--- config.mk ---
export PLATFORM = sky130hd
export DESIGN_NAME = alt_code_hid_report_sequencer_top
export DESIGN_NICKNAME = d
export VERILOG_FILES = /design/src/achrs_pkg.sv /design/src/achrs_front.sv /design/src/achrs_queue.sv /design/src/achrs_back.sv /design/src/alt_code_hid_report_sequencer_top.sv
export SDC_FILE = /design/constraint.sdc
export NUM_CORES = 1
export LEC_CHECK = 0
export BUFFER_PORTS_ARGS = -buffer_cell sky130_fd_sc_hd__buf_4
export CAP_MARGIN = 40
export CELL_PAD_IN_SITES_DETAIL_PLACEMENT = 0
export CELL_PAD_IN_SITES_GLOBAL_PLACEMENT = 1
export CORE_MARGIN = 5
export CORE_UTILIZATION = 51
export CTS_CLUSTER_SIZE = 30
export DETAILED_ROUTE_END_ITERATION = 8
export PLACE_DENSITY = 0.91
export SLEW_MARGIN = 10
export SYNTH_ARGS = -nofsm -noshare
export SYNTH_HDL_FRONTEND = slang
export SYNTH_HIERARCHICAL = 1
export SYNTH_SLANG_ARGS = --single-unit
--- constraint.sdc ---
create_clock -name aclk -period 4.69 [get_ports aclk]
set_clock_uncertainty 0.15 [all_clocks]
set_input_delay 0.2345 -clock aclk [delete_from_list [all_inputs] [get_ports aclk]]
set_output_delay 0.2345 -clock aclk [all_outputs]
set_load 0.005 [all_outputs]
--- src/achrs_pkg.sv ---
`default_nettype none
package achrs_pkg;

    localparam int MAX_DIGITS_DEF = 7;
    localparam int MAX_REPORTS    = 16;
    localparam int RUN_DIGITS     = (MAX_REPORTS - 2) / 2;
    localparam int CODE_W         = 25;
    localparam int MAG_W          = 26;
    localparam int BCD_DIGITS     = 8;
    localparam int BCD_W          = 4 * BCD_DIGITS;
    localparam int ND_W           = 4;
    localparam int CONV_STEPS     = MAG_W / 2;
    localparam int QUEUE_DEPTH    = 2;

    localparam logic REQ_ALT = 1'b0;
    localparam logic REQ_CTL = 1'b1;

    localparam logic [7:0] MOD_ALT  = 8'h04;
    localparam logic [7:0] MOD_NONE = 8'h00;
    localparam logic [7:0] KEY_NONE = 8'h00;

    localparam logic [2:0] CK_ENTER     = 3'd0;
    localparam logic [2:0] CK_SPACE     = 3'd1;
    localparam logic [2:0] CK_TAB       = 3'd2;
    localparam logic [2:0] CK_BACKSPACE = 3'd3;
    localparam logic [2:0] CK_ESCAPE    = 3'd4;

    typedef struct packed {
        logic       is_ctl;
        logic [7:0] ctl_usage;
    } qhead_t;

    function automatic logic [7:0] numpad_usage(input logic [3:0] d);
        logic [7:0] u;
        case (d)
            4'd1: u = 8'h59;
            4'd2: u = 8'h5a;
            4'd3: u = 8'h5b;
            4'd4: u = 8'h5c;
            4'd5: u = 8'h5d;
            4'd6: u = 8'h5e;
            4'd7: u = 8'h5f;
            4'd8: u = 8'h60;
            4'd9: u = 8'h61;
            default: u = 8'h62;
        endcase
        return u;
    endfunction

    function automatic logic [7:0] control_usage(input logic [2:0] k);
        logic [7:0] u;
        case (k)
            CK_ENTER:     u = 8'h28;
            CK_SPACE:     u = 8'h2c;
            CK_TAB:       u = 8'h2b;
            CK_BACKSPACE: u = 8'h2a;
            CK_ESCAPE:    u = 8'h29;
            default:      u = KEY_NONE;
        endcase
        return u;
    endfunction

    // one shift-add-3 step of binary to bcd conversion
    function automatic logic [BCD_W-1:0] dd_step(input logic [BCD_W-1:0] b,
                                                 input logic in_bit);
        logic [BCD_W-1:0] c;
        c = b;
        for (int i = 0; i < BCD_DIGITS; i++) begin
            if (c[4*i +: 4] >= 4'd5) begin
                c[4*i +: 4] = c[4*i +: 4] + 4'd3;
            end
        end
        return {c[BCD_W-2:0], in_bit};
    endfunction

endpackage
`default_nettype wire

--- src/achrs_front.sv ---
`default_nettype none
module achrs_front #(
    parameter int MAX_DIGITS = achrs_pkg::MAX_DIGITS_DEF
) (
    input  wire logic                                   aclk,
    input  wire logic                                   aresetn,
    input  wire logic                                   s_valid,
    output logic                                        s_ready,
    input  wire logic                                   s_req_type,
    input  wire logic signed [achrs_pkg::CODE_W-1:0]    s_code_value,
    input  wire logic [2:0]                             s_control_key,
    output logic                                        push,
    input  wire logic                                   full,
    output achrs_pkg::qhead_t                           q_head,
    output logic [$clog2(MAX_DIGITS+1)-1:0]             q_count,
    output logic [4*MAX_DIGITS-1:0]                     q_digits
);
    import achrs_pkg::*;

    localparam int CNT_W  = $clog2(MAX_DIGITS + 1);
    localparam int LIM    = (MAX_DIGITS < RUN_DIGITS) ? MAX_DIGITS : RUN_DIGITS;
    localparam int STEP_W = $clog2(CONV_STEPS + 1);
    localparam int EXT_D  = (MAX_DIGITS > BCD_DIGITS) ? MAX_DIGITS : BCD_DIGITS;

    typedef enum logic [2:0] {
        F_IDLE = 3'b001,
        F_CONV = 3'b010,
        F_EVAL = 3'b100
    } fstate_t;

    fstate_t             state_reg, state_next;
    logic                is_ctl_reg, is_ctl_next;
    logic [2:0]          key_reg, key_next;
    logic [MAG_W-1:0]    mag_reg, mag_next;
    logic [BCD_W-1:0]    bcd_reg, bcd_next;
    logic [STEP_W-1:0]   step_reg, step_next;

    logic [CODE_W-1:0]   raw;
    logic [CODE_W-1:0]   mag;
    logic [ND_W-1:0]     nd;
    logic                reject;
    logic [4*EXT_D-1:0]  bcd_ext;

    assign raw     = s_code_value;
    assign mag     = raw[CODE_W-1] ? (~raw + CODE_W'(1)) : raw;
    assign bcd_ext = (4*EXT_D)'(bcd_reg);

    // highest nonzero digit sets the count, zero still types one digit
    always_comb begin
        nd = ND_W'(1);
        for (int k = 1; k < BCD_DIGITS; k++) begin
            if (bcd_reg[4*k +: 4] != 4'd0) begin
                nd = ND_W'(k + 1);
            end
        end
    end

    assign reject = (nd > ND_W'(LIM));

    always_comb begin
        state_next  = state_reg;
        is_ctl_next = is_ctl_reg;
        key_next    = key_reg;
        mag_next    = mag_reg;
        bcd_next    = bcd_reg;
        step_next   = step_reg;
        push        = 1'b0;
        case (state_reg)
            F_IDLE: begin
                if (s_valid) begin
                    is_ctl_next = (s_req_type == REQ_CTL);
                    key_next    = s_control_key;
                    mag_next    = MAG_W'(mag);
                    bcd_next    = '0;
                    step_next   = '0;
                    if (s_req_type == REQ_CTL) begin
                        if (s_control_key inside {[CK_ENTER:CK_ESCAPE]}) begin
                            state_next = F_EVAL;
                        end
                    end else begin
                        state_next = F_CONV;
                    end
                end
            end
            F_CONV: begin
                bcd_next  = dd_step(dd_step(bcd_reg, mag_reg[MAG_W-1]), mag_reg[MAG_W-2]);
                mag_next  = mag_reg << 2;
                step_next = step_reg + STEP_W'(1);
                if (step_reg == STEP_W'(CONV_STEPS - 1)) begin
                    state_next = F_EVAL;
                end
            end
            F_EVAL: begin
                if (!is_ctl_reg && reject) begin
                    state_next = F_IDLE;
                end else if (!full) begin
                    push       = 1'b1;
                    state_next = F_IDLE;
                end
            end
            default: begin
                state_next = F_IDLE;
            end
        endcase
    end

    assign s_ready          = (state_reg == F_IDLE);
    assign q_head.is_ctl    = is_ctl_reg;
    assign q_head.ctl_usage = control_usage(key_reg);
    assign q_count          = CNT_W'(nd);
    assign q_digits         = bcd_ext[4*MAX_DIGITS-1:0];

    always_ff @(posedge aclk) begin
        if (!aresetn) begin
            state_reg <= F_IDLE;
        end else begin
            state_reg <= state_next;
        end
    end

    always_ff @(posedge aclk) begin
        is_ctl_reg <= is_ctl_next;
        key_reg    <= key_next;
        mag_reg    <= mag_next;
        bcd_reg    <= bcd_next;
        step_reg   <= step_next;
    end

endmodule
`default_nettype wire

--- src/achrs_queue.sv ---
`default_nettype none
module achrs_queue #(
    parameter int MAX_DIGITS = achrs_pkg::MAX_DIGITS_DEF
) (
    input  wire logic                                   aclk,
    input  wire logic                                   aresetn,
    input  wire logic                                   push,
    output logic                                        full,
    input  wire achrs_pkg::qhead_t                      in_head,
    input  wire logic [$clog2(MAX_DIGITS+1)-1:0]        in_count,
    input  wire logic [4*MAX_DIGITS-1:0]                in_digits,
    input  wire logic                                   pop,
    output logic                                        empty,
    output achrs_pkg::qhead_t                           out_head,
    output logic [$clog2(MAX_DIGITS+1)-1:0]             out_count,
    output logic [4*MAX_DIGITS-1:0]                     out_digits
);
    import achrs_pkg::*;

    localparam int CNT_W  = $clog2(MAX_DIGITS + 1);
    localparam int PTR_W  = (QUEUE_DEPTH > 1) ? $clog2(QUEUE_DEPTH) : 1;
    localparam int FILL_W = $clog2(QUEUE_DEPTH + 1);

    qhead_t                  head_mem [QUEUE_DEPTH];
    logic [CNT_W-1:0]        cnt_mem  [QUEUE_DEPTH];
    logic [4*MAX_DIGITS-1:0] dig_mem  [QUEUE_DEPTH];

    logic [PTR_W-1:0]  wr_ptr_reg, wr_ptr_next;
    logic [PTR_W-1:0]  rd_ptr_reg, rd_ptr_next;
    logic [FILL_W-1:0] fill_reg, fill_next;
    logic              do_push, do_pop;

    assign full    = (fill_reg == FILL_W'(QUEUE_DEPTH));
    assign empty   = (fill_reg == '0);
    assign do_push = push && !full;
    assign do_pop  = pop && !empty;

    assign out_head   = head_mem[rd_ptr_reg];
    assign out_count  = cnt_mem[rd_ptr_reg];
    assign out_digits = dig_mem[rd_ptr_reg];

    always_comb begin
        wr_ptr_next = do_push ? wr_ptr_reg + PTR_W'(1) : wr_ptr_reg;
        rd_ptr_next = do_pop  ? rd_ptr_reg + PTR_W'(1) : rd_ptr_reg;
        fill_next   = fill_reg;
        if (do_push && !do_pop) begin
            fill_next = fill_reg + FILL_W'(1);
        end else if (do_pop && !do_push) begin
            fill_next = fill_reg - FILL_W'(1);
        end
    end

    always_ff @(posedge aclk) begin
        if (!aresetn) begin
            wr_ptr_reg <= '0;
            rd_ptr_reg <= '0;
            fill_reg   <= '0;
        end else begin
            wr_ptr_reg <= wr_ptr_next;
            rd_ptr_reg <= rd_ptr_next;
            fill_reg   <= fill_next;
        end
    end

    always_ff @(posedge aclk) begin
        if (do_push) begin
            head_mem[wr_ptr_reg] <= in_head;
            cnt_mem[wr_ptr_reg]  <= in_count;
            dig_mem[wr_ptr_reg]  <= in_digits;
        end
    end

endmodule
`default_nettype wire

--- src/achrs_back.sv ---
`default_nettype none
module achrs_back #(
    parameter int MAX_DIGITS = achrs_pkg::MAX_DIGITS_DEF
) (
    input  wire logic                                   aclk,
    input  wire logic                                   aresetn,
    input  wire logic                                   empty,
    output logic                                        pop,
    input  wire achrs_pkg::qhead_t                      q_head,
    input  wire logic [$clog2(MAX_DIGITS+1)-1:0]        q_count,
    input  wire logic [4*MAX_DIGITS-1:0]                q_digits,
    output logic                                        m_valid,
    input  wire logic                                   m_ready,
    output logic [7:0]                                  m_modifier,
    output logic [7:0]                                  m_keycode,
    output logic                                        m_last
);
    import achrs_pkg::*;

    localparam int CNT_W = $clog2(MAX_DIGITS + 1);
    localparam int IDX_W = (MAX_DIGITS > 1) ? $clog2(MAX_DIGITS) : 1;

    typedef enum logic [5:0] {
        B_IDLE  = 6'b000001,
        B_OPEN  = 6'b000010,
        B_KEY   = 6'b000100,
        B_GAP   = 6'b001000,
        B_CLOSE = 6'b010000,
        B_CTL   = 6'b100000
    } bstate_t;

    bstate_t                 state_reg, state_next;
    logic [7:0]              usage_reg, usage_next;
    logic [CNT_W-1:0]        cnt_reg, cnt_next;
    logic [4*MAX_DIGITS-1:0] dig_reg, dig_next;
    logic [IDX_W-1:0]        idx_reg, idx_next;
    logic                    m_valid_reg, m_valid_next;
    logic [7:0]              mod_reg, mod_next;
    logic [7:0]              key_reg, key_next;
    logic                    last_reg, last_next;

    logic                    advance;
    logic [3:0]              cur_digit;

    assign advance   = !m_valid_reg || m_ready;
    assign cur_digit = dig_reg[4*idx_reg +: 4];

    always_comb begin
        state_next   = state_reg;
        usage_next   = usage_reg;
        cnt_next     = cnt_reg;
        dig_next     = dig_reg;
        idx_next     = idx_reg;
        m_valid_next = m_valid_reg && !m_ready;
        mod_next     = mod_reg;
        key_next     = key_reg;
        last_next    = last_reg;
        pop          = 1'b0;
        case (state_reg)
            B_IDLE: begin
                if (!empty) begin
                    pop        = 1'b1;
                    usage_next = q_head.ctl_usage;
                    cnt_next   = q_count;
                    dig_next   = q_digits;
                    state_next = q_head.is_ctl ? B_CTL : B_OPEN;
                end
            end
            B_OPEN: begin
                if (advance) begin
                    m_valid_next = 1'b1;
                    mod_next     = MOD_ALT;
                    key_next     = KEY_NONE;
                    last_next    = 1'b0;
                    idx_next     = IDX_W'(cnt_reg - CNT_W'(1));
                    state_next   = B_KEY;
                end
            end
            B_KEY: begin
                if (advance) begin
                    m_valid_next = 1'b1;
                    mod_next     = MOD_ALT;
                    key_next     = numpad_usage(cur_digit);
                    last_next    = 1'b0;
                    state_next   = B_GAP;
                end
            end
            B_GAP: begin
                if (advance) begin
                    m_valid_next = 1'b1;
                    mod_next     = MOD_ALT;
                    key_next     = KEY_NONE;
                    last_next    = 1'b0;
                    if (idx_reg == '0) begin
                        state_next = B_CLOSE;
                    end else begin
                        idx_next   = idx_reg - IDX_W'(1);
                        state_next = B_KEY;
                    end
                end
            end
            B_CTL: begin
                if (advance) begin
                    m_valid_next = 1'b1;
                    mod_next     = MOD_NONE;
                    key_next     = usage_reg;
                    last_next    = 1'b0;
                    state_next   = B_CLOSE;
                end
            end
            B_CLOSE: begin
                if (advance) begin
                    m_valid_next = 1'b1;
                    mod_next     = MOD_NONE;
                    key_next     = KEY_NONE;
                    last_next    = 1'b1;
                    state_next   = B_IDLE;
                end
            end
            default: begin
                state_next = B_IDLE;
            end
        endcase
    end

    assign m_valid    = m_valid_reg;
    assign m_modifier = mod_reg;
    assign m_keycode  = key_reg;
    assign m_last     = last_reg;

    always_ff @(posedge aclk) begin
        if (!aresetn) begin
            state_reg   <= B_IDLE;
            m_valid_reg <= 1'b0;
        end else begin
            state_reg   <= state_next;
            m_valid_reg <= m_valid_next;
        end
    end

    always_ff @(posedge aclk) begin
        usage_reg <= usage_next;
        cnt_reg   <= cnt_next;
        dig_reg   <= dig_next;
        idx_reg   <= idx_next;
        mod_reg   <= mod_next;
        key_reg   <= key_next;
        last_reg  <= last_next;
    end

endmodule
`default_nettype wire

--- src/alt_code_hid_report_sequencer_top.sv ---
// Alt-code HID report sequencer: one request word in, a run of keyboard
// report words out (modifier byte and first keycode byte, last marks the end).
// Input channel s_*: req_type 0 types the decimal digits of |code_value| as
// numpad keys under held left Alt; req_type 1 presses and releases one
// control key. Codes of more than seven digits and unknown keys give nothing.
// Output channel m_*: one report word per cycle while m_ready is high.
// Front end: an alt-code word is accepted, converted from binary to bcd at
// two bits per cycle, then its digits are counted and it is queued; a control
// word is accepted and then queued. s_ready is high only while the front end is
// free. A two-entry queue separates it from the report sequencer, so the
// next word converts while earlier runs are still being sent.
// Back end: a run of n digits is 2n+2 report words, one per cycle while
// m_ready is high; B_OPEN loads the first word after B_IDLE pops the request.
// A stalled receiver holds the current word in the output register; the
// sequencer waits, the queue fills and then s_ready stays low.
// Reset (aresetn low, synchronous) empties the queue and drops any run.
`default_nettype none
module alt_code_hid_report_sequencer_top #(
    parameter int MAX_DIGITS = achrs_pkg::MAX_DIGITS_DEF
) (
    input  wire logic                                   aclk,
    input  wire logic                                   aresetn,
    input  wire logic                                   s_valid,
    output logic                                        s_ready,
    input  wire logic                                   s_req_type,
    input  wire logic signed [achrs_pkg::CODE_W-1:0]    s_code_value,
    input  wire logic [2:0]                             s_control_key,
    output logic                                        m_valid,
    input  wire logic                                   m_ready,
    output logic [7:0]                                  m_modifier,
    output logic [7:0]                                  m_keycode,
    output logic                                        m_last
);
    import achrs_pkg::*;

    localparam int CNT_W = $clog2(MAX_DIGITS + 1);

    logic                    push, full, pop, empty;
    qhead_t                  f_head, b_head;
    logic [CNT_W-1:0]        f_count, b_count;
    logic [4*MAX_DIGITS-1:0] f_digits, b_digits;

    achrs_front #(.MAX_DIGITS(MAX_DIGITS)) u_front (
        .aclk          (aclk),
        .aresetn       (aresetn),
        .s_valid       (s_valid),
        .s_ready       (s_ready),
        .s_req_type    (s_req_type),
        .s_code_value  (s_code_value),
        .s_control_key (s_control_key),
        .push          (push),
        .full          (full),
        .q_head        (f_head),
        .q_count       (f_count),
        .q_digits      (f_digits)
    );

    achrs_queue #(.MAX_DIGITS(MAX_DIGITS)) u_queue (
        .aclk       (aclk),
        .aresetn    (aresetn),
        .push       (push),
        .full       (full),
        .in_head    (f_head),
        .in_count   (f_count),
        .in_digits  (f_digits),
        .pop        (pop),
        .empty      (empty),
        .out_head   (b_head),
        .out_count  (b_count),
        .out_digits (b_digits)
    );

    achrs_back #(.MAX_DIGITS(MAX_DIGITS)) u_back (
        .aclk       (aclk),
        .aresetn    (aresetn),
        .empty      (empty),
        .pop        (pop),
        .q_head     (b_head),
        .q_count    (b_count),
        .q_digits   (b_digits),
        .m_valid    (m_valid),
        .m_ready    (m_ready),
        .m_modifier (m_modifier),
        .m_keycode  (m_keycode),
        .m_last     (m_last)
    );

endmodule
`default_nettype wire

=== After elaboration in Yosys (flattened, before gate mapping) ===
Memory sizes are Yosys's and may differ from the RTL's. A register that Yosys moved wholly into a read port is not among the register bits.
Cells that the tools add are included.

* Logic and storage cells: 222
* Input bits: 33
* ROM bits: 96
* Register bits: 108
* Memory bits (writable): 76
* Memories: 4

{| class="wikitable"
|+ Memory list
! name !! words !! width !! read ports !! clocked after Yosys merged registers in !! write ports !! line !! text
|-
| (name not given) || 16 || 6 || 1 || 0 || 0 || achrs_pkg.sv:35 || <nowiki>case (d)</nowiki>
|-
| u_queue.dig_mem || 2 || 28 || 1 || 1 || 1 || achrs_queue.sv:26 || <nowiki>logic [4*MAX_DIGITS-1:0] dig_mem [QUEUE_DEPTH];</nowiki>
|-
| u_queue.head_mem || 2 || 7 || 1 || 1 || 1 || achrs_queue.sv:24 || <nowiki>qhead_t head_mem [QUEUE_DEPTH];</nowiki>
|-
| u_queue.cnt_mem || 2 || 3 || 1 || 1 || 1 || achrs_queue.sv:25 || <nowiki>logic [CNT_W-1:0] cnt_mem [QUEUE_DEPTH];</nowiki>
|}

* Order comparisons: 19
* Shift-type cells: 1
* Bitwise logic cells: 2
* Equal/unequal tests: 30
* Multiplexer cells: 81
* Add/subtract/negate cells: 24
* Reduce and logical (&&, ||, !) cells: 45

{| class="wikitable"
|+ Operators by type and width
! kind !! count
|-
| 4-bit 2-to-1 mux || 28
|-
| 4-bit by 3-bit >= comparator with 1-bit output, second input constant || 16
|-
| 32-bit case mux with 2 select lines || 1
|-
| 4-bit by 2-bit adder with 4-bit output, second input constant || 14
|-
| 26-bit case mux with 2 select lines || 1
|-
| 6-bit 2-to-1 mux || 7
|-
| 3-bit 2-to-1 mux || 12
|-
| 6-bit case mux with 6 select lines || 1
|-
| 32-bit 2-to-1 mux || 1
|-
| 8-bit 2-to-1 mux || 4
|-
| 6-bit case mux with 5 select lines || 1
|-
| 4-bit nonzero test || 7
|-
| 28-bit by 6-bit indexed part select with 4-bit output || 1
|-
| 26-bit 2-to-1 mux || 1
|-
| 25-bit by 1-bit adder with 25-bit output, second input constant || 1
|-
| 25-bit 2-to-1 mux || 1
|-
| 25-bit NOT || 1
|-
| 8-bit case mux with 3 select lines || 1
|-
| 2-bit by 1-bit != test with 1-bit output, second input constant || 10
|-
| 8-bit case mux with 2 select lines || 1
|-
| 1-bit 2-to-1 mux || 13
|-
| 4-bit AND reduction || 3
|-
| 2-bit nonzero test || 5
|-
| 3-bit by 2-bit == test with 1-bit output, second input constant || 3
|-
| other kinds (42) || 68
|}

=== Depth between registers and ports, before layout ===
Gate-level depths: netlist (run 1).

* Depth in word-level cells: 17
* Mapped depth: 11
* Mapped depth without buffers: 11

=== Modules after synthesis ===
The synthesis (run 1) kept the hierarchy.

{| class="wikitable"
|+ By module, submodules not included
! module !! cells each !! area each (um2) !! times used
|-
| achrs_front || 528 || 5,067.4 || 1
|-
| achrs_queue || 149 || 3,106.7 || 1
|-
| achrs_back || 181 || 2,577.5 || 1
|}

=== Least setup slack after synthesis (run 1) ===
Ideal clock, no wire load.

* Path type: register -> register
* Start: register u_back.state_reg[1]
* End: register u_queue.fill_reg[1]
* Clock period less this slack: 4,085 ps
* Arrival: 3,865 ps
* Path buffers: 1
* Stages on the path, launching flop included: 9
* Setup slack: 605 ps
* Path through: dfxtp_1 -> buf_2 -> nor3_1 -> nand3_1 -> nor2_1 -> o21ai_1 -> ha_1 -> or3_1 -> a21boi_1

* Cells in the longest elaborated chain, start to end: 6

{| class="wikitable"
|+ Ends and longest elaborated chain
! what !! line !! text
|-
| start, declared || achrs_back.sv:32 || <nowiki>bstate_t state_reg, state_next;</nowiki>
|-
| start signal, assigned || achrs_back.sv:136 || <nowiki>state_reg <= state_next;</nowiki>
|-
| 6-bit by 1-bit == test with 1-bit output (*) || achrs_back.sv:59 || <nowiki>case (state_reg)</nowiki>
|-
| 1-bit 2-to-1 mux (*) || achrs_back.sv:59 ||
|-
| via pop || alt_code_hid_report_sequencer_top.sv:38 || <nowiki>logic push, full, pop, empty;</nowiki>
|-
| 1-bit logical AND (*) || achrs_queue.sv:36 || <nowiki>assign do_pop = pop && !empty;</nowiki>
|-
| 1-bit logical NOT || achrs_queue.sv:46 || <nowiki>if (do_push && !do_pop) begin</nowiki>
|-
| 1-bit logical AND || achrs_queue.sv:46 ||
|-
| 2-bit 2-to-1 mux or 2-bit nonzero test (tied branches) || -- ||
|-
| end signal, assigned || achrs_queue.sv:61 || <nowiki>fill_reg <= fill_next;</nowiki>
|-
| end, declared || achrs_queue.sv:30 || <nowiki>logic [FILL_W-1:0] fill_reg, fill_next;</nowiki>
|}

Mark *: on every way through the listed nets, which the timed path passes. The rest lies on a longest branch.
A chain may end at the register's enable or synchronous reset.

=== Final worst setup path (run 1) ===
* Start: register u_front.bcd_reg[28] (netlist: u_front/bcd_ext[28])
* End: memory u_queue/dig_mem[0][0] (netlist bit) (enable)

* Cells in the longest elaborated chain, start to end: 9

{| class="wikitable"
|+ Ends and longest elaborated chain
! what !! line !! text
|-
| start, declared || achrs_front.sv:35 || <nowiki>logic [BCD_W-1:0] bcd_reg, bcd_next;</nowiki>
|-
| start signal, assigned || achrs_front.sv:125 || <nowiki>bcd_reg <= bcd_next;</nowiki>
|-
| 4-bit nonzero test || achrs_front.sv:52 || <nowiki>if (bcd_reg[4*k +: 4] != 4'd0) begin</nowiki>
|-
| 4-bit 2-to-1 mux || achrs_front.sv:52 ||
|-
| 4-bit by 3-bit greater-than comparator with 1-bit output || achrs_front.sv:58 || <nowiki>assign reject = (nd > ND_W'(LIM));</nowiki>
|-
| 1-bit logical AND || achrs_front.sv:94 || <nowiki>if (!is_ctl_reg && reject) begin</nowiki>
|-
| 1-bit 2-to-1 mux || achrs_front.sv:94 ||
|-
| 1-bit 2-to-1 mux || achrs_front.sv:68 || <nowiki>case (state_reg)</nowiki>
|-
| via push || alt_code_hid_report_sequencer_top.sv:38 ||
|-
| 1-bit logical AND || achrs_queue.sv:35 || <nowiki>assign do_push = push && !full;</nowiki>
|-
| 1-bit 2-to-1 mux || achrs_queue.sv:66 || <nowiki>if (do_push) begin</nowiki>
|-
| 1-bit 2-to-1 mux (implied by the code) || achrs_queue.sv:69 || <nowiki>dig_mem[wr_ptr_reg] <= in_digits;</nowiki>
|-
| end, declared || achrs_queue.sv:26 ||
|}

The timed path passes the listed nets, and every way through them passes these cells.

==> results of run 1 <==
-- power groups by stage --
stage / registers [mW] / clock network (mW) / logic (mW)
floorplan: 2.61 / 0 / 1.25
global placement: 2.70 / 0 / 1.37
detailed placement: 2.72 / 0 / 1.41
CTS: 2.68 / 1.75 / 1.44
global route: 2.71 / 1.82 / 1.65
finish: 2.67 / 1.70 / 1.45
-- what timing repair did --
item / CTS / global route
endpoints found under the hold margin: 34 / 0
hold buffers: 24 / 0
gates resized for setup: 0 / 0
-- per-layer routing --
layer,share of wire [%],global-route usage (%),vias to the layer above
met3,4.2,2.392,19
met1,45,20.28,3056
li1,-,-,3219
met4,1.1,3.251,0
met5,0,0,-
met2,50,26.73,126
-- critical path: stages, from the launching register on --
cell and delay, ps:
edfxtp_1 390, inv_1 120, ha_1 220, or3b_1 430
a21oi_1 210, nor4bb_1 420, inv_1 160, nor3_4 170
buf_4 470
-- logic make-up after synthesis --
family                     after synthesis
adders and majority gates               23
other                                    2
and+or+nand+nor                        224
DFF                                    213
buffers and inverters                   97
xor gates and xnor gates                45
muxes                                   80
AOI/OAI and AO/OA                      174
-- area by class of cell --
class | instances | area [um^2] | share of cell area, %
Sequential cell | 213 | 6246 | 51.84
Multi-Input combinational cell | 556 | 3974 | 32.98
Timing Repair Buffer | 76 | 655.6 | 5.441
Clock buffer | 30 | 611.8 | 5.078
Tap cell | 275 | 344.1 | 2.856
Inverter | 30 | 112.6 | 0.9346
Clock inverter | 10 | 105.1 | 0.8723
-- cells in the mapped netlist (7+ instances only) --
master,count,area (um^2)
edfxtp_1,198,5946
nand2_1,62,232.7
a21oi_1,53,265.3
mux2_2,47,529.3
buf_4,40,300.3
nor2_1,40,150.1
o21ai_0,35,175.2
inv_1,29,108.9
mux2i_1,28,280.3
xor2_1,27,236.5
ha_1,23,287.8
nand2b_1,21,131.4
xnor2_1,18,157.7
nand3_1,17,85.08
nor3_1,16,80.08
dfxtp_1,15,300.3
and2_1,12,75.07
nor3b_1,12,90.09
clkbuf_1,11,41.29
o31ai_1,11,82.58
buf_2,9,45.04
o21ai_1,9,45.04
nor2b_1,8,50.05
o211ai_1,8,60.06
o32ai_1,7,61.31
-- path summary, 6_finish.rpt --
check                      startpoint  cells after the start                      to  slack, ps
setup / recovery  u_front/bcd_ext[28]                      8   u_queue/dig_mem[0][0]       1550
hold reg to reg    u_front/is_ctl_reg                      0  u_queue/head_mem[0][8]        360
hold / removal       s_code_value[21]                      3     u_front/mag_reg[21]         30
setup reg to reg  u_front/bcd_ext[28]                      8   u_queue/dig_mem[0][0]       1550
==> impl_metrics.ini, run 1 <==
[cts]
clock-sinks = 213
cts.clk_slew.worst_paths_ps = 60
cts-htree-levels = 1
cts_tree = built
cts_max_path_buffers = 3
clk-insertion-delay-late_ps = 490
root_buffer = clkbuf_16
cts_setup_buffers = 0
numCtsBuffers = 22

[route]
wirelength_um = 18340
ant_nets = 0
routedWlPerCell_um = 15.42
drt-initial-drc-count = 365
drc = 0
num_vias = 6420
dr.pass1.iters = 5
viasPerCell = 5.395

[power]
leakagePower_nw = 4.273
vdd_drop_max_uv = 220.6
powerDensity_mw_per_mm2 = 483.8
power_frac_seq_pct = 45.8
total_power_mw = 5.830
p_sw_share_pct = 30.10
intPower_mw = 4.075
combinationalPowerShare_pct = 24.9
p_switching_mw = 1.755
clkPwrFrac_pct = 29.2

[global_route]
grt_pass1_wl_um = 30770
grt_max_degree = 60
antenna_found_initial = 0
grt_usage_pct = 15.27
grt_pass1_vias = 6385
grt_overflow = 0

[floorplanning]
die_y_um = 155.2
die_area_mm2 = 0.02409
core_mm2 = 0.02089
die_x_um = 155.2
io_pins = 52
initial_core_util_pct = 51.47
rows = 53

[hold_path]
hold_path.class = input pin to flip-flop

[final_layout]
fillers = 1661
area_growth_pct = 12.07
post-route-cell-area_mm2 = 0.01205
post-route-util_pct = 57.68
antenna_cells = 0
final_cell_mix = edfxtp_1, nand2_1, a21oi_1, buf_4, mux2_2
largest_reg_flops = 56
final_common_cell = edfxtp_1
nets = 955
drive_gt1_share_pct = 17.16
stdcell_count = 1190

[critical_path]
path_max_fanout = 41
critPathLaunchType = flip-flop
cp-end-kind = flip-flop
required_ps = 4660
critical_path_arrival_ps = 3120
critPathKind = flip-flop to flip-flop

[timing]
max_clock_freq_mhz = 318.2
finalHoldWorstSlack_ps = 26.77
finalCriticalPeriod_ps = 3143
finalMaxSlewViolations = 0
min_period_over_period_pct = 67.01
fin_tns_setup_ps = 0
setup_violations = 0
hold_viol = 0
rsz0062_at_grt = no
worst_pin_slew_ps = 810.3
fin_ws_ps = 1547
slew_headroom_pct = 45.98

[logic_synthesis]
synth_edf_count = 198
synth_area_mm2 = 0.01075
synth-simple-area-share_pct = 11.21
synth_xor_area_share_pct = 3.666
synth_top_family_by_area = simple AND/OR/NAND/NOR gates
synth_compound_gate_area_share_pct = 10.45
muxShareOfSynthArea_pct = 8.472
syn_area_per_cell_um2 = 12.53
ys_ff_latch = 213
synthAdderAreaFrac_pct = 2.677
synthCells = 858
synthArstFlopShare_pct = 0
synth_seq_area_share_pct = 58.09
ys.flop_type = edfxtp_1
synth.distinct_cells = 74
synth_warnings = 6

[status]
outcome = completed

[placement]
dpl.hpwl_um = 12640
preCtsSetupSlack_ps = 1564
port_buffers = 44
placed_area_mm2 = 0.01107
gp_congestion = 0.8246
dpl.cell_count = 1125

[job]
maxCapViolCount = 0
No activity file was read; power rests on OpenSTA's default activity.
==> inputs of run 2 (changes only) <==
- CORE_UTILIZATION: 51 -> 46
- PLACE_DENSITY: 0.91 -> 0.87
- clock period: 4.69 -> 2.75 ns (I/O delays scaled with it)
==> impl_metrics.ini, run 2 (synthesis gave the netlist of run 1 again) <==
[status]
outcome = completed

[floorplanning]
rows = 56
die_area_mm2 = 0.02653
die_x_um = 162.9
core_mm2 = 0.02326
die_y_um = 162.9
io_pins = 52
initial_core_util_pct = 46.22

[cts]
cts-htree-levels = 1
cts_tree = built
cts.clk_slew.worst_paths_ps = 60
root_buffer = clkbuf_16
cts_max_path_buffers = 3
clk-insertion-delay-late_ps = 510
clock-sinks = 213
numCtsBuffers = 24

[critical_path]
path_max_fanout = 41
critical_path_arrival_ps = 2650
critPathKind = flip-flop to flip-flop
crit_top_cell = inv_2
r2r_slack_ps = 140
worstPathCellList = inv_2 > ha_4 > or3b_4 > a21oi_4 > nor4bb_4 > inv_2 > buf_4 > nor3_4 > buf_12
cp-end-kind = flip-flop
max_stage_delay_ps = 410
cp.buffers_inverters = 4
critPathLaunchType = flip-flop
cpLargestDelayFamily = simple AND/OR/NAND/NOR gates
crit_slowest_cell = or3b_4
required_ps = 2780

[final_layout]
nets = 973
area_growth_pct = 14.85
register_area_mm2 = 0.006246
antenna_cells = 0
final_common_cell = edfxtp_1
final_cell_mix = edfxtp_1, nand2_1, buf_4, a21oi_1, mux2_2
fillers = 1994
multi_input_area_mm2 = 0.004026
drive_gt1_share_pct = 18.52
largest_reg_flops = 56
post-route-util_pct = 53.08

[timing]
finalCriticalPeriod_ps = 2615
finalHoldWorstSlack_ps = 18.83
slew_headroom_pct = 61.45
min_period_over_period_pct = 95.09
fin_ws_ps = 135.0
max_clock_freq_mhz = 382.4
worst_pin_slew_ps = 573.8
finalMaxSlewViolations = 0
setup_violations = 0
hold_viol = 0

[global_route]
grt_pass1_vias = 6336
antenna_found_initial = 0
grt_usage_pct = 14.26
grt_max_degree = 59
grt_pass1_wl_um = 31290
grt_overflow = 0

[power]
vdd_drop_max_uv = 421.0
powerDensity_mw_per_mm2 = 817.3
leakagePower_nw = 4.351

[route]
drt-initial-drc-count = 430
viasPerCell = 5.164
routedWlPerCell_um = 15.04
num_vias = 6471
wirelength_um = 18840
dr.pass1.iters = 5
drc = 0
ant_nets = 0

[hold_path]
hold_path.class = input pin to flip-flop

[placement]
dpl.hpwl_um = 12210
gp_congestion = 0.7780
preCtsSetupSlack_ps = 78.85
port_buffers = 44

[job]
maxCapViolCount = 0
## run 2: metrics by stage
step	instances	setup TNS, ps	power [mW]	instance area [um^2]
3_5_place_dp	1173	0	7.100	11230
4_1_cts	1250	0	10.15	12310
2_1_floorplan	866	-10430	6.630	10830
5_1_grt	1253	-1.461	10.70	12350
3_3_place_gp	1173	0	7.010	11230
6_report	1253	0	10.09	12350
## run 2: final cells by class
class | count | area share [%]
repair buffers | 92 | 6.688
clock inverters | 14 | 0.7904
clock buffers | 29 | 5.188
well taps | 319 | 3.232
flip-flops and latches | 213 | 50.58
multi-input cells | 556 | 32.61
inverters | 30 | 0.9119
## run 2: routing by layer
layer	vias to the layer above	part of all wire [%]	global-route usage, %
li1	3256	-	-
met1	3077	45	18.59
met2	112	49	24.64
met3	26	3.8	2.455
met4	0	2.0	3.965
met5	-	0	0
## run 2: worst paths after layout
check | startpoint | to | cells past startpoint
setup reg to reg | u_front/bcd_ext[29] | u_queue/dig_mem[0][19] | 9
hold / removal | s_code_value[24] | u_front/mag_reg[1] | 3
setup / recovery | u_front/bcd_ext[29] | u_queue/dig_mem[0][19] | 9
hold reg to reg | u_front/bcd_ext[25] | u_queue/dig_mem[1][25] | 0
## run 2: worst register-to-register path, delay by kind of cell, from the launching register on
kind / cells / cell delay [ps]
adder cells (fa/ha/maj): 1 / 150
AO/OA/AOI/OAI: 1 / 140
buffers and inverters: 4 / 590
flip-flops: 1 / 400
AND/OR/NAND/NOR: 3 / 830
## run 2: power by group
part | internal [mW] | switching [mW]
Sequential | 4.18 | 0.374
Clock | 1.75 | 1.23
Combinational | 1.08 | 1.48
## run 2: timing repair
action                                  CTS  global route
endpoints found under the setup margin    0             1
resized for setup                         0             4
hold endpoints to repair                 49             0
hold buffers                             34             0
setup buffers                             0             3
==> inputs of run 3 (changes only) <==
- CORE_UTILIZATION: 46 -> 45
- PLACE_DENSITY: 0.87 -> 0.83
- clock period: 2.75 -> 3 ns (I/O delays scaled with it)
==> impl_metrics.ini, run 3 (synthesis gave the netlist of run 1 again) <==
[status]
outcome = completed

[final_layout]
final_cell_mix = edfxtp_1, nand2_1, a21oi_1, buf_4, mux2_2
drive_gt1_share_pct = 18.28
largest_reg_flops = 56
final_common_cell = edfxtp_1
antenna_cells = 0
nets = 968
fillers = 1938
area_growth_pct = 14.66

[cts]
cts_setup_buffers = 0
numCtsBuffers = 24
cts_max_path_buffers = 3
clock-sinks = 213
cts-htree-levels = 1
cts.clk_slew.worst_paths_ps = 60
cts_tree = built
root_buffer = clkbuf_16
holdBufCountCts = 34
clk-insertion-delay-late_ps = 510
cts.repair.resized = 0

[power]
leakagePower_nw = 4.350
total_power_mw = 9.357
powerDensity_mw_per_mm2 = 759.0
vdd_drop_max_uv = 378.1

[critical_path]
cp-end-kind = flip-flop
critical_path_arrival_ps = 2930
r2r_slack_ps = 370
reg2regPathDepth = 10
r2r_start = u_front/bcd_ext[29]
crit_top_cell = inv_2
critPathKind = flip-flop to flip-flop
max_stage_delay_ps = 400
path_max_fanout = 5
required_ps = 3300
critPathLaunchType = flip-flop
r2r-end = u_queue/fill_reg[1]
worstPathCellList = inv_2 > ha_4 > or3b_4 > a21oi_2 > nor4bb_4 > inv_2 > nor2_1 > ha_1 > or3_1 > a21boi_1
crit_slowest_cell = edfxtp_1

[timing]
slew_headroom_pct = 49.23
max_clock_freq_mhz = 380.4
fin_tns_setup_ps = 0
hold_viol = 0
rsz0062_at_grt = no
min_period_over_period_pct = 87.64
finalCriticalPeriod_ps = 2629
finalHoldWorstSlack_ps = 56.71
setup_violations = 0
finalMaxSlewViolations = 0
worst_pin_slew_ps = 761.6

[placement]
gp_congestion = 0.7919
port_buffers = 44
dpl.hpwl_um = 12490

[hold_path]
hold_path_depth = 4
hp-start = s_code_value[24]
whs_endpoint = u_front/mag_reg[19]
hold_path.class = input pin to flip-flop

[global_route]
grt_max_degree = 59
grt_pass1_wl_um = 32040
grt_overflow = 0
antenna_found_initial = 0
grt_pass1_vias = 6422
grt_usage_pct = 14.38

[route]
wirelength_um = 19010
num_vias = 6540
dr.pass1.iters = 5
ant_nets = 0
drt-initial-drc-count = 431
drc = 0
viasPerCell = 5.236
routedWlPerCell_um = 15.22

[floorplanning]
die_x_um = 164.6
io_pins = 52
rows = 56
core_mm2 = 0.02347
die_area_mm2 = 0.02708
initial_core_util_pct = 45.80
die_y_um = 164.6

[job]
maxCapViolCount = 0
-- run 3: cell count changes in the layout (fill, tap and decap cells not counted), moves of 2 or more --
cell	before	now
buf_4	54	50
clkbuf_8	0	3
clkinv_1	7	3
clkinv_2	2	4
-- run 3: worst max-delay path, delay by kind of cell (launching register included) --
| kind | cells | cell delay, ps |
|---|---|---|
| flops | 1 | 400 |
| fa+ha+maj | 2 | 420 |
| simple gates | 4 | 1130 |
| buf+inv | 2 | 180 |
| compound gates | 2 | 290 |
-- run 3: area by class of cell --
| type | instances | area, um^2 | share of cell area [%] |
|---|---|---|---|
| Sequential cell | 213 | 6246 | 50.66 |
| Clock inverter | 13 | 130.1 | 1.056 |
| Timing Repair Buffer | 87 | 775.7 | 6.292 |
| Tap cell | 319 | 399.1 | 3.238 |
| Multi-Input combinational cell | 556 | 4008 | 32.51 |
| Clock buffer | 31 | 656.9 | 5.328 |
| Inverter | 30 | 112.6 | 0.9134 |
-- run 3: per-stage QoR --
| stage | worst slack, ps | cells | instance area, um^2 | utilization [%] |
|---|---|---|---|---|
| 6_report | 370.9 | 1249 | 12330 | 52.52 |
| 3_5_place_dp | 381.9 | 1171 | 11200 | 47.72 |
| 4_1_cts | 359.8 | 1249 | 12330 | 52.52 |
| 2_1_floorplan | -3.483 | 866 | 10830 | - |
| 3_3_place_gp | 410.7 | 1171 | 11200 | 47.72 |
| 5_1_grt | 185.1 | 1249 | 12330 | 52.52 |
-- run 3: power by group --
group          switching, mW  internal, mW
Clock                   1.14          1.72
Sequential             0.348          3.83
Combinational           1.35         0.964
-- run 3: metal layers --
layer / global-route usage (%) / up-vias / part of all wire [%]
met2: 24.47 / 116 / 48
met5: 0 / - / 0
li1: - / 3258 / -
met4: 3.327 / 0 / 1.8
met3: 2.246 / 28 / 4.5
met1: 19.51 / 3138 / 46
-- run 3: worst max-delay path by stage --
stage / cells past startpoint / endpoint / slack, ps / from
5_1_grt: 10 / u_queue/fill_reg[1] / 190 / u_front/bcd_ext[28]
3_3_place_gp: 10 / u_queue/fill_reg[1] / 410 / u_front/bcd_ext[28]
6_report: 10 / u_queue/fill_reg[1] / 370 / u_front/bcd_ext[29]
2_1_floorplan: 7 / u_queue/cnt_mem[0][0] / -3 / u_front/bcd_ext[28]
3_5_place_dp: 10 / u_queue/fill_reg[1] / 380 / u_front/bcd_ext[29]
4_1_cts: 10 / u_queue/fill_reg[1] / 360 / u_front/bcd_ext[29]
